[src/hdl/pid_step_size_controller_top_macros.svh]
// Assertion macros used by the step size controller RTL.
`ifndef PID_STEP_SIZE_CONTROLLER_TOP_MACROS_SVH
`define PID_STEP_SIZE_CONTROLLER_TOP_MACROS_SVH
`ifndef NO_ASSERTIONS
`define PSSC_ASSERT_NOW(name, clk, rst_n, cond, prop) \
    name: assert property (@(posedge clk) disable iff (!rst_n) (cond) |-> (prop)) \
        else $error("pssc assertion failed");
`define PSSC_ASSERT_NEXT(name, clk, rst_n, cond, prop) \
    name: assert property (@(posedge clk) disable iff (!rst_n) (cond) |=> (prop)) \
        else $error("pssc assertion failed");
`else
`define PSSC_ASSERT_NOW(name, clk, rst_n, cond, prop)
`define PSSC_ASSERT_NEXT(name, clk, rst_n, cond, prop)
`endif
`endif

[src/hdl/pssc_pkg.sv]
// Shared constants, tables and types of the step size controller.
`default_nettype none
package pssc_pkg;

    localparam int LOG_N = 64;
    localparam int LOG_BITS = $clog2(LOG_N);

    localparam logic signed [15:0] KP = 16'sd4915;
    localparam logic signed [15:0] KI = 16'sd11469;
    localparam logic signed [15:0] KD = 16'sd655;

    localparam logic [31:0] TOL_RESET = 32'd1677722;
    localparam logic [7:0] TARGET_RESET = 8'd8;
    localparam logic SCALING_RESET = 1'b1;
    localparam logic [55:0] CLIP_CAP = '1;

    typedef enum logic [1:0] {
        REG_TOLERANCE = 2'd0,
        REG_TARGET    = 2'd1,
        REG_SCALING   = 2'd2
    } reg_idx_t;

    typedef logic [17:0] tab_t [0:LOG_N];

    typedef struct packed {
        logic       accept;
        logic       log_en;
        logic [1:0] step_sel;
        logic       acc_clr;
        logic       acc_en;
        logic       exp_en;
        logic       pmul_en;
        logic       shift_en;
        logic       div_start;
        logic       div_src;
        logic       r_from_div;
        logic       smul_en;
        logic       out_load;
    } cmd_t;

    typedef struct packed {
        logic tol_now;
        logic scale_needed;
        logic div_done;
    } sts_t;

    function automatic logic [63:0] isqrt(input logic [63:0] v_in);
        logic [63:0] v;
        logic [63:0] res;
        logic [63:0] b;
        v = v_in;
        res = '0;
        b = 64'd1 << 62;
        for (int i = 0; i < 32; i++)
        begin
            if (v >= res + b)
            begin
                v = v - (res + b);
                res = (res >> 1) + b;
            end
            else
            begin
                res = res >> 1;
            end
            b = b >> 2;
        end
        return res;
    endfunction

    // log2(1+i/N) in Q0.16 by repeated squaring.
    function automatic tab_t build_log_tab();
        tab_t t;
        logic [63:0] y;
        logic [63:0] r;
        for (int i = 0; i < LOG_N; i++)
        begin
            y = (64'd1 << 30) + ((64'(i) << 30) / LOG_N);
            r = '0;
            for (int k = 0; k < 24; k++)
            begin
                y = (y * y) >> 30;
                r = r << 1;
                if (y >= (64'd1 << 31))
                begin
                    y = y >> 1;
                    r = r | 64'd1;
                end
            end
            t[i] = 18'((r + 64'd128) >> 8);
        end
        t[LOG_N] = 18'd65536;
        return t;
    endfunction

    // 2^(i/N) in Q1.16 from a chain of square roots of two.
    function automatic tab_t build_exp_tab();
        tab_t t;
        logic [63:0] roots [0:23];
        logic [63:0] c;
        logic [63:0] y;
        logic [63:0] x24;
        c = 64'd1 << 31;
        for (int k = 0; k < 24; k++)
        begin
            c = isqrt(c << 30);
            roots[k] = c;
        end
        for (int i = 0; i < LOG_N; i++)
        begin
            x24 = (64'(i) << 24) / LOG_N;
            y = 64'd1 << 30;
            for (int k = 0; k < 24; k++)
            begin
                if (x24[23 - k])
                begin
                    y = (y * roots[k]) >> 30;
                end
            end
            t[i] = 18'((y + 64'd8192) >> 14);
        end
        t[LOG_N] = 18'd131072;
        return t;
    endfunction

    localparam tab_t LOG_TAB = build_log_tab();
    localparam tab_t EXP_TAB = build_exp_tab();

endpackage
`default_nettype wire

[src/hdl/pssc_ctrl.sv]
// Controller state machine that sequences the datapath.
`default_nettype none
`include "pid_step_size_controller_top_macros.svh"
module pssc_ctrl (
    input  wire logic           clk,
    input  wire logic           rst_n,
    input  wire logic           in_valid,
    output logic                in_ready,
    output logic                out_valid,
    input  wire logic           out_ready,
    output pssc_pkg::cmd_t      cmd,
    input  wire pssc_pkg::sts_t sts
);

    typedef enum logic [10:0] {
        S_IDLE    = 11'b000_0000_0001,
        S_TMUL    = 11'b000_0000_0010,
        S_LOG     = 11'b000_0000_0100,
        S_ACC     = 11'b000_0000_1000,
        S_EXP     = 11'b000_0001_0000,
        S_PMUL    = 11'b000_0010_0000,
        S_SHIFT   = 11'b000_0100_0000,
        S_DIVGO   = 11'b000_1000_0000,
        S_DIVWAIT = 11'b001_0000_0000,
        S_SMUL    = 11'b010_0000_0000,
        S_FIN     = 11'b100_0000_0000
    } state_t;

    state_t     state_reg, state_next;
    logic [1:0] cnt_reg, cnt_next;
    logic       phase_reg, phase_next;
    logic       out_valid_reg, out_valid_next;
    logic       out_free;

    assign out_free = !out_valid_reg || out_ready;

    always_comb
    begin
        state_next = state_reg;
        cnt_next = cnt_reg;
        phase_next = phase_reg;
        cmd = '0;
        cmd.step_sel = cnt_reg;
        cmd.div_src = phase_reg;
        in_ready = 1'b0;
        unique case (state_reg)
            S_IDLE:
            begin
                in_ready = 1'b1;
                cmd.accept = in_valid;
                cnt_next = '0;
                phase_next = 1'b0;
                if (in_valid)
                begin
                    state_next = sts.tol_now ? S_TMUL : S_LOG;
                end
            end
            S_TMUL:
            begin
                cmd.pmul_en = 1'b1;
                state_next = S_DIVGO;
            end
            S_LOG:
            begin
                cmd.log_en = 1'b1;
                cnt_next = cnt_reg + 2'd1;
                if (cnt_reg == 2'd3)
                begin
                    cmd.acc_clr = 1'b1;
                    state_next = S_ACC;
                end
            end
            S_ACC:
            begin
                cmd.acc_en = 1'b1;
                cnt_next = cnt_reg + 2'd1;
                if (cnt_reg == 2'd2)
                begin
                    state_next = S_EXP;
                end
            end
            S_EXP:
            begin
                cmd.exp_en = 1'b1;
                state_next = S_PMUL;
            end
            S_PMUL:
            begin
                cmd.pmul_en = 1'b1;
                state_next = S_SHIFT;
            end
            S_SHIFT:
            begin
                cmd.shift_en = 1'b1;
                state_next = S_SMUL;
            end
            S_DIVGO:
            begin
                cmd.div_start = 1'b1;
                state_next = S_DIVWAIT;
            end
            S_DIVWAIT:
            begin
                if (sts.div_done)
                begin
                    cmd.r_from_div = 1'b1;
                    state_next = phase_reg ? S_FIN : S_SMUL;
                end
            end
            S_SMUL:
            begin
                cmd.smul_en = 1'b1;
                phase_next = 1'b1;
                state_next = sts.scale_needed ? S_DIVGO : S_FIN;
            end
            S_FIN:
            begin
                if (out_free)
                begin
                    cmd.out_load = 1'b1;
                    state_next = S_IDLE;
                end
            end
            default:
            begin
                state_next = S_IDLE;
            end
        endcase
        if (cmd.out_load)
        begin
            out_valid_next = 1'b1;
        end
        else if (out_ready)
        begin
            out_valid_next = 1'b0;
        end
        else
        begin
            out_valid_next = out_valid_reg;
        end
    end

    always_ff @(posedge clk or negedge rst_n)
    begin
        if (!rst_n)
        begin
            state_reg <= S_IDLE;
            cnt_reg <= '0;
            phase_reg <= 1'b0;
            out_valid_reg <= 1'b0;
        end
        else
        begin
            state_reg <= state_next;
            cnt_reg <= cnt_next;
            phase_reg <= phase_next;
            out_valid_reg <= out_valid_next;
        end
    end

    assign out_valid = out_valid_reg;

    // A division result only arrives while the controller waits for it.
    `PSSC_ASSERT_NOW(a_div_done_wait, clk, rst_n, sts.div_done, state_reg == S_DIVWAIT)
    // A finished word is presented in the cycle after it is loaded.
    `PSSC_ASSERT_NEXT(a_load_shows, clk, rst_n, cmd.out_load, out_valid)
    // An accepted word starts one of the two branches.
    `PSSC_ASSERT_NEXT(a_accept_branch, clk, rst_n, in_valid && in_ready,
        state_reg == S_TMUL || state_reg == S_LOG)

endmodule
`default_nettype wire

[config.mk]
export PLATFORM = sky130hd
export DESIGN_NAME = pssc_ctrl
export DESIGN_NICKNAME = d
export VERILOG_FILES = /design/src/hdl/pssc_pkg.sv /design/src/hdl/pssc_ctrl.sv
export VERILOG_INCLUDE_DIRS = /design/src /design/src/hdl
export SDC_FILE = /design/constraint.sdc
export NUM_CORES = 1
export LEC_CHECK = 0
export BUFFER_PORTS_ARGS = -buffer_cell sky130_fd_sc_hd__buf_4
export CAP_MARGIN = 20
export CORE_UTILIZATION = 50
export DETAILED_ROUTE_END_ITERATION = 16
export PLACE_DENSITY = 0.75
export SKIP_CTS_REPAIR_TIMING = 1
export SYNTH_ARGS = -nofsm -noshare
export SYNTH_HDL_FRONTEND = slang
export SYNTH_SLANG_ARGS = --single-unit
[constraint.sdc]
create_clock -name clk -period 3.35 [get_ports clk]
set_input_delay 0.1675 -clock clk [delete_from_list [all_inputs] [get_ports clk]]
set_output_delay 0.1675 -clock clk [all_outputs]
set_load 0.005 [all_outputs]
==> results.sh, run 1 <==
export IMPL_yosysWarnings=0
export IMPL_antenna_found_initial=0
export IMPL_grt_max_degree=16
export IMPL_root_buffer="clkbuf_4"
export IMPL_routed_via_density=5.64
export IMPL_die_x_um=47.2
export IMPL_hold_slack_ns=0.0383
export IMPL_hpwl_mm=1.71
export IMPL_netlist_area_um2=1020
export IMPL_slew_viol_final=0
export IMPL_htreeDepth=1
export IMPL_synth_top_area_share=0.343
export IMPL_setup_worst_path_start_class="register"
export IMPL_critPathMaxStageDelay_ns=0.63
export IMPL_largest_reg_flops=11
export IMPL_arrival_ns=2.17
export IMPL_worst_slack_ns=1.02
export IMPL_initial_core_util=0.561
export IMPL_fillers=163
export IMPL_max_cap_violations=0
export IMPL_powerDensity_nw_per_um2=583
export IMPL_ctsLongestPathBuffers=2
export IMPL_cts_reportedPaths_clkPinSlew_ns=0.11
export IMPL_drc=0
export IMPL_cts_sinks=15
export IMPL_cts_inserted_buffers=3
export IMPL_endpoint_kind="output port"
export IMPL_synth_edf_count=0
export IMPL_die_area_um2=2230
export IMPL_syn_to_final_growth_pct=16.5
export IMPL_io_pins=23
export IMPL_netlist_top_cells_count="dfrtp_1, nand2_1, nor2_1, and3_1, inv_1"
export IMPL_final_antenna_net_count=0
export IMPL_cp_buffers_inverters=2
export IMPL_tns_ns=0
export IMPL_min_path_type="input pin to register"
export IMPL_required_ns=3.18
export IMPL_reg2reg_from="state_reg[4]"
export IMPL_cp_top_family="simple AND/OR/NAND/NOR gates"
export IMPL_synth_main_ff_cell="dfrtp_1"
export IMPL_syn_nets=124
export IMPL_wl_per_cell_um=14.2
export IMPL_finalWirelength_mm=2.25
export IMPL_critPathKind="register to output port"
export IMPL_seqCellArea_um2=377
export IMPL_worstMarginPinSlew_ns=0.486
export IMPL_fin_skew_ns=0.0152
export IMPL_rsz0062_at_grt="false"
export IMPL_firstDrtPassIters=4
export IMPL_grt_pass1_vias=810
export IMPL_clock_fmax_mhz=428
export IMPL_rows=15
export IMPL_clk_latency_ns=0.31
export IMPL_startpoint="state_reg[4]"
export IMPL_drive_above_1_share=0.261
export IMPL_final_cell_area_um2=1190
export IMPL_setup_viol=0
export IMPL_core_area_um2=1820
export IMPL_synth_top_cells_by_area="dfrtp_1, nand2_1, and3_1"
export IMPL_outcome="finished clean"
export IMPL_async_flop_share=1.00
export IMPL_synth_top_area_cell="dfrtp_1"
export IMPL_critPathMaxFanout=9
export IMPL_cts_tree="yes"
export IMPL_place_gp_congestion=0.858
export IMPL_grt_pass1_wl_mm=3.64
export IMPL_grt_ovfl_total=0
export IMPL_slew_headroom=0.673
export IMPL_die_h_um=47.2
export IMPL_nNetsFinal=144
export IMPL_dpl_worst_slack_ns=1.37
export IMPL_ir_drop_uv=476
export IMPL_synth_cells=115
export IMPL_utilization=0.654
export IMPL_ys_seq_elements=15
export IMPL_vias=897
export IMPL_synth_cell_types=38
export IMPL_first_iter_violations=37
export IMPL_placed_cell_area_um2=1150
export IMPL_avgSynthCellArea_um2=8.88
export IMPL_p_leak_uw=0.000599
export IMPL_synth_most_common_cell="dfrtp_1"
export IMPL_crit_path_cell_trace="or4_4 -> nor3_4 -> and3_1 -> nand2_1 -> inv_1 -> buf_4"
export IMPL_fin_crit_sh=0.697
export IMPL_yosysSeqAreaShare=0.369
export IMPL_grt_total_usage=0.243
export IMPL_diodes=0
export IMPL_hold_violations=0
export IMPL_crit_slowest_cell="or4_4"
export IMPL_min_from="sts[2]"
export IMPL_period_needed_ns=2.33
export IMPL_io_buffers=22
export IMPL_multi_input_area_um2=551
-- path summary, 6_finish.rpt --
check | slack [ns] | end | cells after the start
max | 1.02 | cmd[13] | 6
min | 0.04 | state_reg[2] | 2
max reg2reg | 1.35 | state_reg[10] | 5
min reg2reg | 0.54 | out_valid | 2
max in group asynchronous | 2.86 | state_reg[0] | 2
min in group asynchronous | 0.25 | state_reg[8] | 2
-- through the flow --
stage,total power (µW),instances
floorplan,497,115
global placement,576,154
detailed placement,579,154
CTS,697,158
global route,749,159
finish,694,159
-- where the power goes --
group / internal, µW / total (µW) / switching [µW]
registers: 209 / 252 / 43.5
clock network: 45.6 / 114 / 67.9
logic: 146 / 328 / 182
total: 400 / 694 / 293
-- routing by layer --
metal	vias to the layer above	wire, µm	GRT usage
met1	409	995	0.305
met4	0	45	0.0686
met3	7	119	0.0692
met2	36	1090	0.408
met5	-	0	0
li1	445	-	-
-- area by class of cell --
| cell class | count | share of cell area |
|---|---|---|
| clock buffers | 3 | 0.0189 |
| clock inverters | 1 | 0.00631 |
| inverters | 7 | 0.0221 |
| multi-input cells | 85 | 0.463 |
| flip-flops and latches | 15 | 0.317 |
| well taps | 25 | 0.0263 |
| repair buffers | 23 | 0.147 |
-- cell families (layout without fill, tap and decap cells) --
kind of cell	count (synthesis)	after routing	synth area share
adder cells (fa/ha/maj)	2	2	0.0245
AO/OA/AOI/OAI	17	17	0.115
buffers and inverters	15	34	0.0919
AND/OR/NAND/NOR	63	63	0.374
XOR/XNOR	3	3	0.0257
flip-flops	15	15	0.369
-- cell usage in the layout, fill, tap and decap left out, drive strengths merged, types with 2 or more instances in the layout --
cell | netlist | layout
nor2 | 10 | 10
nor2b | 3 | 3
buf | 7 | 22
nand2 | 13 | 13
nand4 | 5 | 5
xor2 | 2 | 2
nor4 | 5 | 5
clkbuf | 1 | 3
o21ai | 5 | 5
or4 | 2 | 2
dfrtp | 14 | 14
nand3 | 2 | 2
nand2b | 5 | 5
and3 | 7 | 7
nor3 | 6 | 6
o21bai | 2 | 2
o211ai | 2 | 2
a31oi | 2 | 2
a21oi | 2 | 2
ha | 2 | 2
inv | 7 | 7
No activity file was read; power rests on OpenSTA's default activity.
==> run 2: changes to the inputs <==
--- a/config.mk
+++ b/config.mk
@@ -8,9 +8,9 @@
 export LEC_CHECK = 0
 export BUFFER_PORTS_ARGS = -buffer_cell sky130_fd_sc_hd__buf_4
 export CAP_MARGIN = 20
-export CORE_UTILIZATION = 50
+export CORE_UTILIZATION = 47
 export DETAILED_ROUTE_END_ITERATION = 16
-export PLACE_DENSITY = 0.75
+export PLACE_DENSITY = 0.74
 export SKIP_CTS_REPAIR_TIMING = 1
 export SYNTH_ARGS = -nofsm -noshare
 export SYNTH_HDL_FRONTEND = slang
==> constraint.sdc (replaced) <==
create_clock -name clk -period 1.97 [get_ports clk]
set_input_delay 0.0985 -clock clk [delete_from_list [all_inputs] [get_ports clk]]
set_output_delay 0.0985 -clock clk [all_outputs]
set_load 0.005 [all_outputs]
==> run 2 against run 1 <==
- the run now ends with negative hold slack, negative setup slack left
- largest cell class unchanged
- critical path depth stayed put
- register-to-register slack worse by 1.3 ns
- sequential share of layout area is 4.1 points lower
- via count is 14% higher
- core utilization is 3.1 points higher
- cell area is 15% higher
- non-clock buffer count is 16 higher
==> results.sh, run 2 (synthesis results as in run 1) <==
export IMPL_setup_viol=4
export IMPL_failed_checks="negative hold slack, negative setup slack"
export IMPL_min_from="sts[2]"
export IMPL_first_iter_violations=25
export IMPL_clk_latency_ns=0.29
export IMPL_crit_slowest_cell="or4_4"
export IMPL_final_antenna_net_count=0
export IMPL_rsz0062_at_grt="true"
export IMPL_htreeDepth=1
export IMPL_core_area_um2=2000
export IMPL_cts_tree="yes"
export IMPL_vias=1021
export IMPL_ctsLongestPathBuffers=2
export IMPL_slew_viol_final=0
export IMPL_root_buffer="clkbuf_4"
export IMPL_routed_via_density=5.77
export IMPL_antenna_found_initial=0
export IMPL_slew_headroom=0.777
export IMPL_cts_sinks=15
export IMPL_grt_pass1_wl_mm=4.00
export IMPL_fin_crit_sh=1.05
export IMPL_ir_drop_uv=704
export IMPL_cts_reportedPaths_clkPinSlew_ns=0.09
export IMPL_critPathMaxStageDelay_ns=0.60
export IMPL_critPathKind="register to output port"
export IMPL_drive_above_1_share=0.387
export IMPL_arrival_ns=1.97
export IMPL_setup_worst_path_start_class="register"
export IMPL_wl_per_cell_um=15.1
export IMPL_cp_buffers_inverters=2
export IMPL_required_ns=1.87
export IMPL_grt_max_degree=16
export IMPL_min_to="state_reg[2]"
export IMPL_die_area_um2=2360
export IMPL_firstDrtPassIters=4
export IMPL_fin_cells=177
export IMPL_reg2reg_from="state_reg[7]"
export IMPL_place_inst=166
export IMPL_drc=0
export IMPL_hpwl_mm=1.84
export IMPL_period_needed_ns=2.06
export IMPL_worstHoldPathCells=2
export IMPL_finalWirelength_mm=2.67
export IMPL_largest_reg_flops=11
export IMPL_clock_fmax_mhz=485
export IMPL_hold_slack_ns=-0.0191
export IMPL_die_x_um=48.6
export IMPL_critPathMaxFanout=5
export IMPL_finalPower_uw=1460
export IMPL_r2r_cells=6
export IMPL_reg2reg_slack_ns=0.02
export IMPL_io_buffers=22
export IMPL_fillers=164
export IMPL_diodes=0
export IMPL_outcome="finished with violations"
export IMPL_rr_endpoint="state_reg[4]"
export IMPL_place_gp_congestion=0.864
export IMPL_cp_top_family="simple AND/OR/NAND/NOR gates"
export IMPL_rows=16
export IMPL_grt_total_usage=0.221
export IMPL_dpl_worst_slack_ns=0.121
export IMPL_fin_skew_ns=0.00292
export IMPL_syn_to_final_growth_pct=34.3
export IMPL_powerDensity_nw_per_um2=1060
export IMPL_min_path_type="input pin to register"
export IMPL_grt_ovfl_total=0
export IMPL_max_cap_violations=0
export IMPL_endpoint_kind="output port"
export IMPL_worst_slack_ns=-0.0935
export IMPL_p_leak_uw=0.000692
export IMPL_hold_violations=1
export IMPL_final_common_cell="buf_4"
export IMPL_worstMarginPinSlew_ns=0.331
export IMPL_io_pins=23
export IMPL_grt_pass1_vias=895
export IMPL_nNetsFinal=160
export IMPL_layout_common_cells="buf_4, dfrtp_1, nand2_1"
export IMPL_die_h_um=48.6
export IMPL_crit_path_cell_trace="or4_4 -> nor3_4 -> and3_4 -> nand2_2 -> inv_2 -> buf_6"
export IMPL_cts_inserted_buffers=3
export IMPL_initial_core_util=0.510
==> run 2: cell types whose count changed in the layout (fill, tap and decap cells not counted), moves of 2 or more <==
cell    before  now
buf_4       22   35
buf_6        0    3
and3_4       0    2
and3_1       7    5
==> run 2: area by class of cell <==
type                       instances  area [µm²]  area share
sequential                        15         378       0.276
timing repair buffer              39         307       0.224
inverter                           7        26.3      0.0192
multi-input combinational         85         601       0.438
clock buffer                       4        26.3      0.0192
tap                               27        33.8      0.0246
==> run 2: worst max path at each step <==
stage | startpoint | endpoint | slack, ns | cells after the start
floorplan | state_reg[4] | state_reg[2] | 0.18 | 7
global placement | state_reg[0] | state_reg[9] | 0.18 | 5
detailed placement | state_reg[0] | state_reg[9] | 0.12 | 5
CTS | state_reg[4] | cmd[13] | -0.14 | 6
global route | state_reg[7] | cmd[13] | -0.15 | 6
finish | state_reg[7] | cmd[13] | -0.09 | 6
==> run 2: layer usage <==
layer  share of wire  wire length (µm)  track usage
met3           0.071               189       0.0503
met2            0.47              1260        0.368
met1            0.42              1120        0.279
met4           0.039               104       0.0784
met5               0                 0            0
==> run 2: report_power, final <==
| group | total [µW] | internal [µW] | switching [µW] | leakage [µW] |
|---|---|---|---|---|
| registers | 392 | 354 | 37.4 | 0.000203 |
| logic | 883 | 439 | 445 | 0.000475 |
| clock network | 182 | 78.7 | 103 | 0.0000150 |
| total | 1460 | 872 | 585 | 0.000692 |
==> run 2: metrics by stage <==
step	instance area (µm²)	setup TNS, ns	util	hold WS, ns
floorplan	1020	0	-	-0.197
global placement	1230	0	0.613	-0.0370
detailed placement	1230	0	0.613	-0.0345
CTS	1250	-0.390	0.626	-0.344
global route	1370	-0.524	0.685	-0.00893
finish	1370	-0.217	0.685	-0.0191
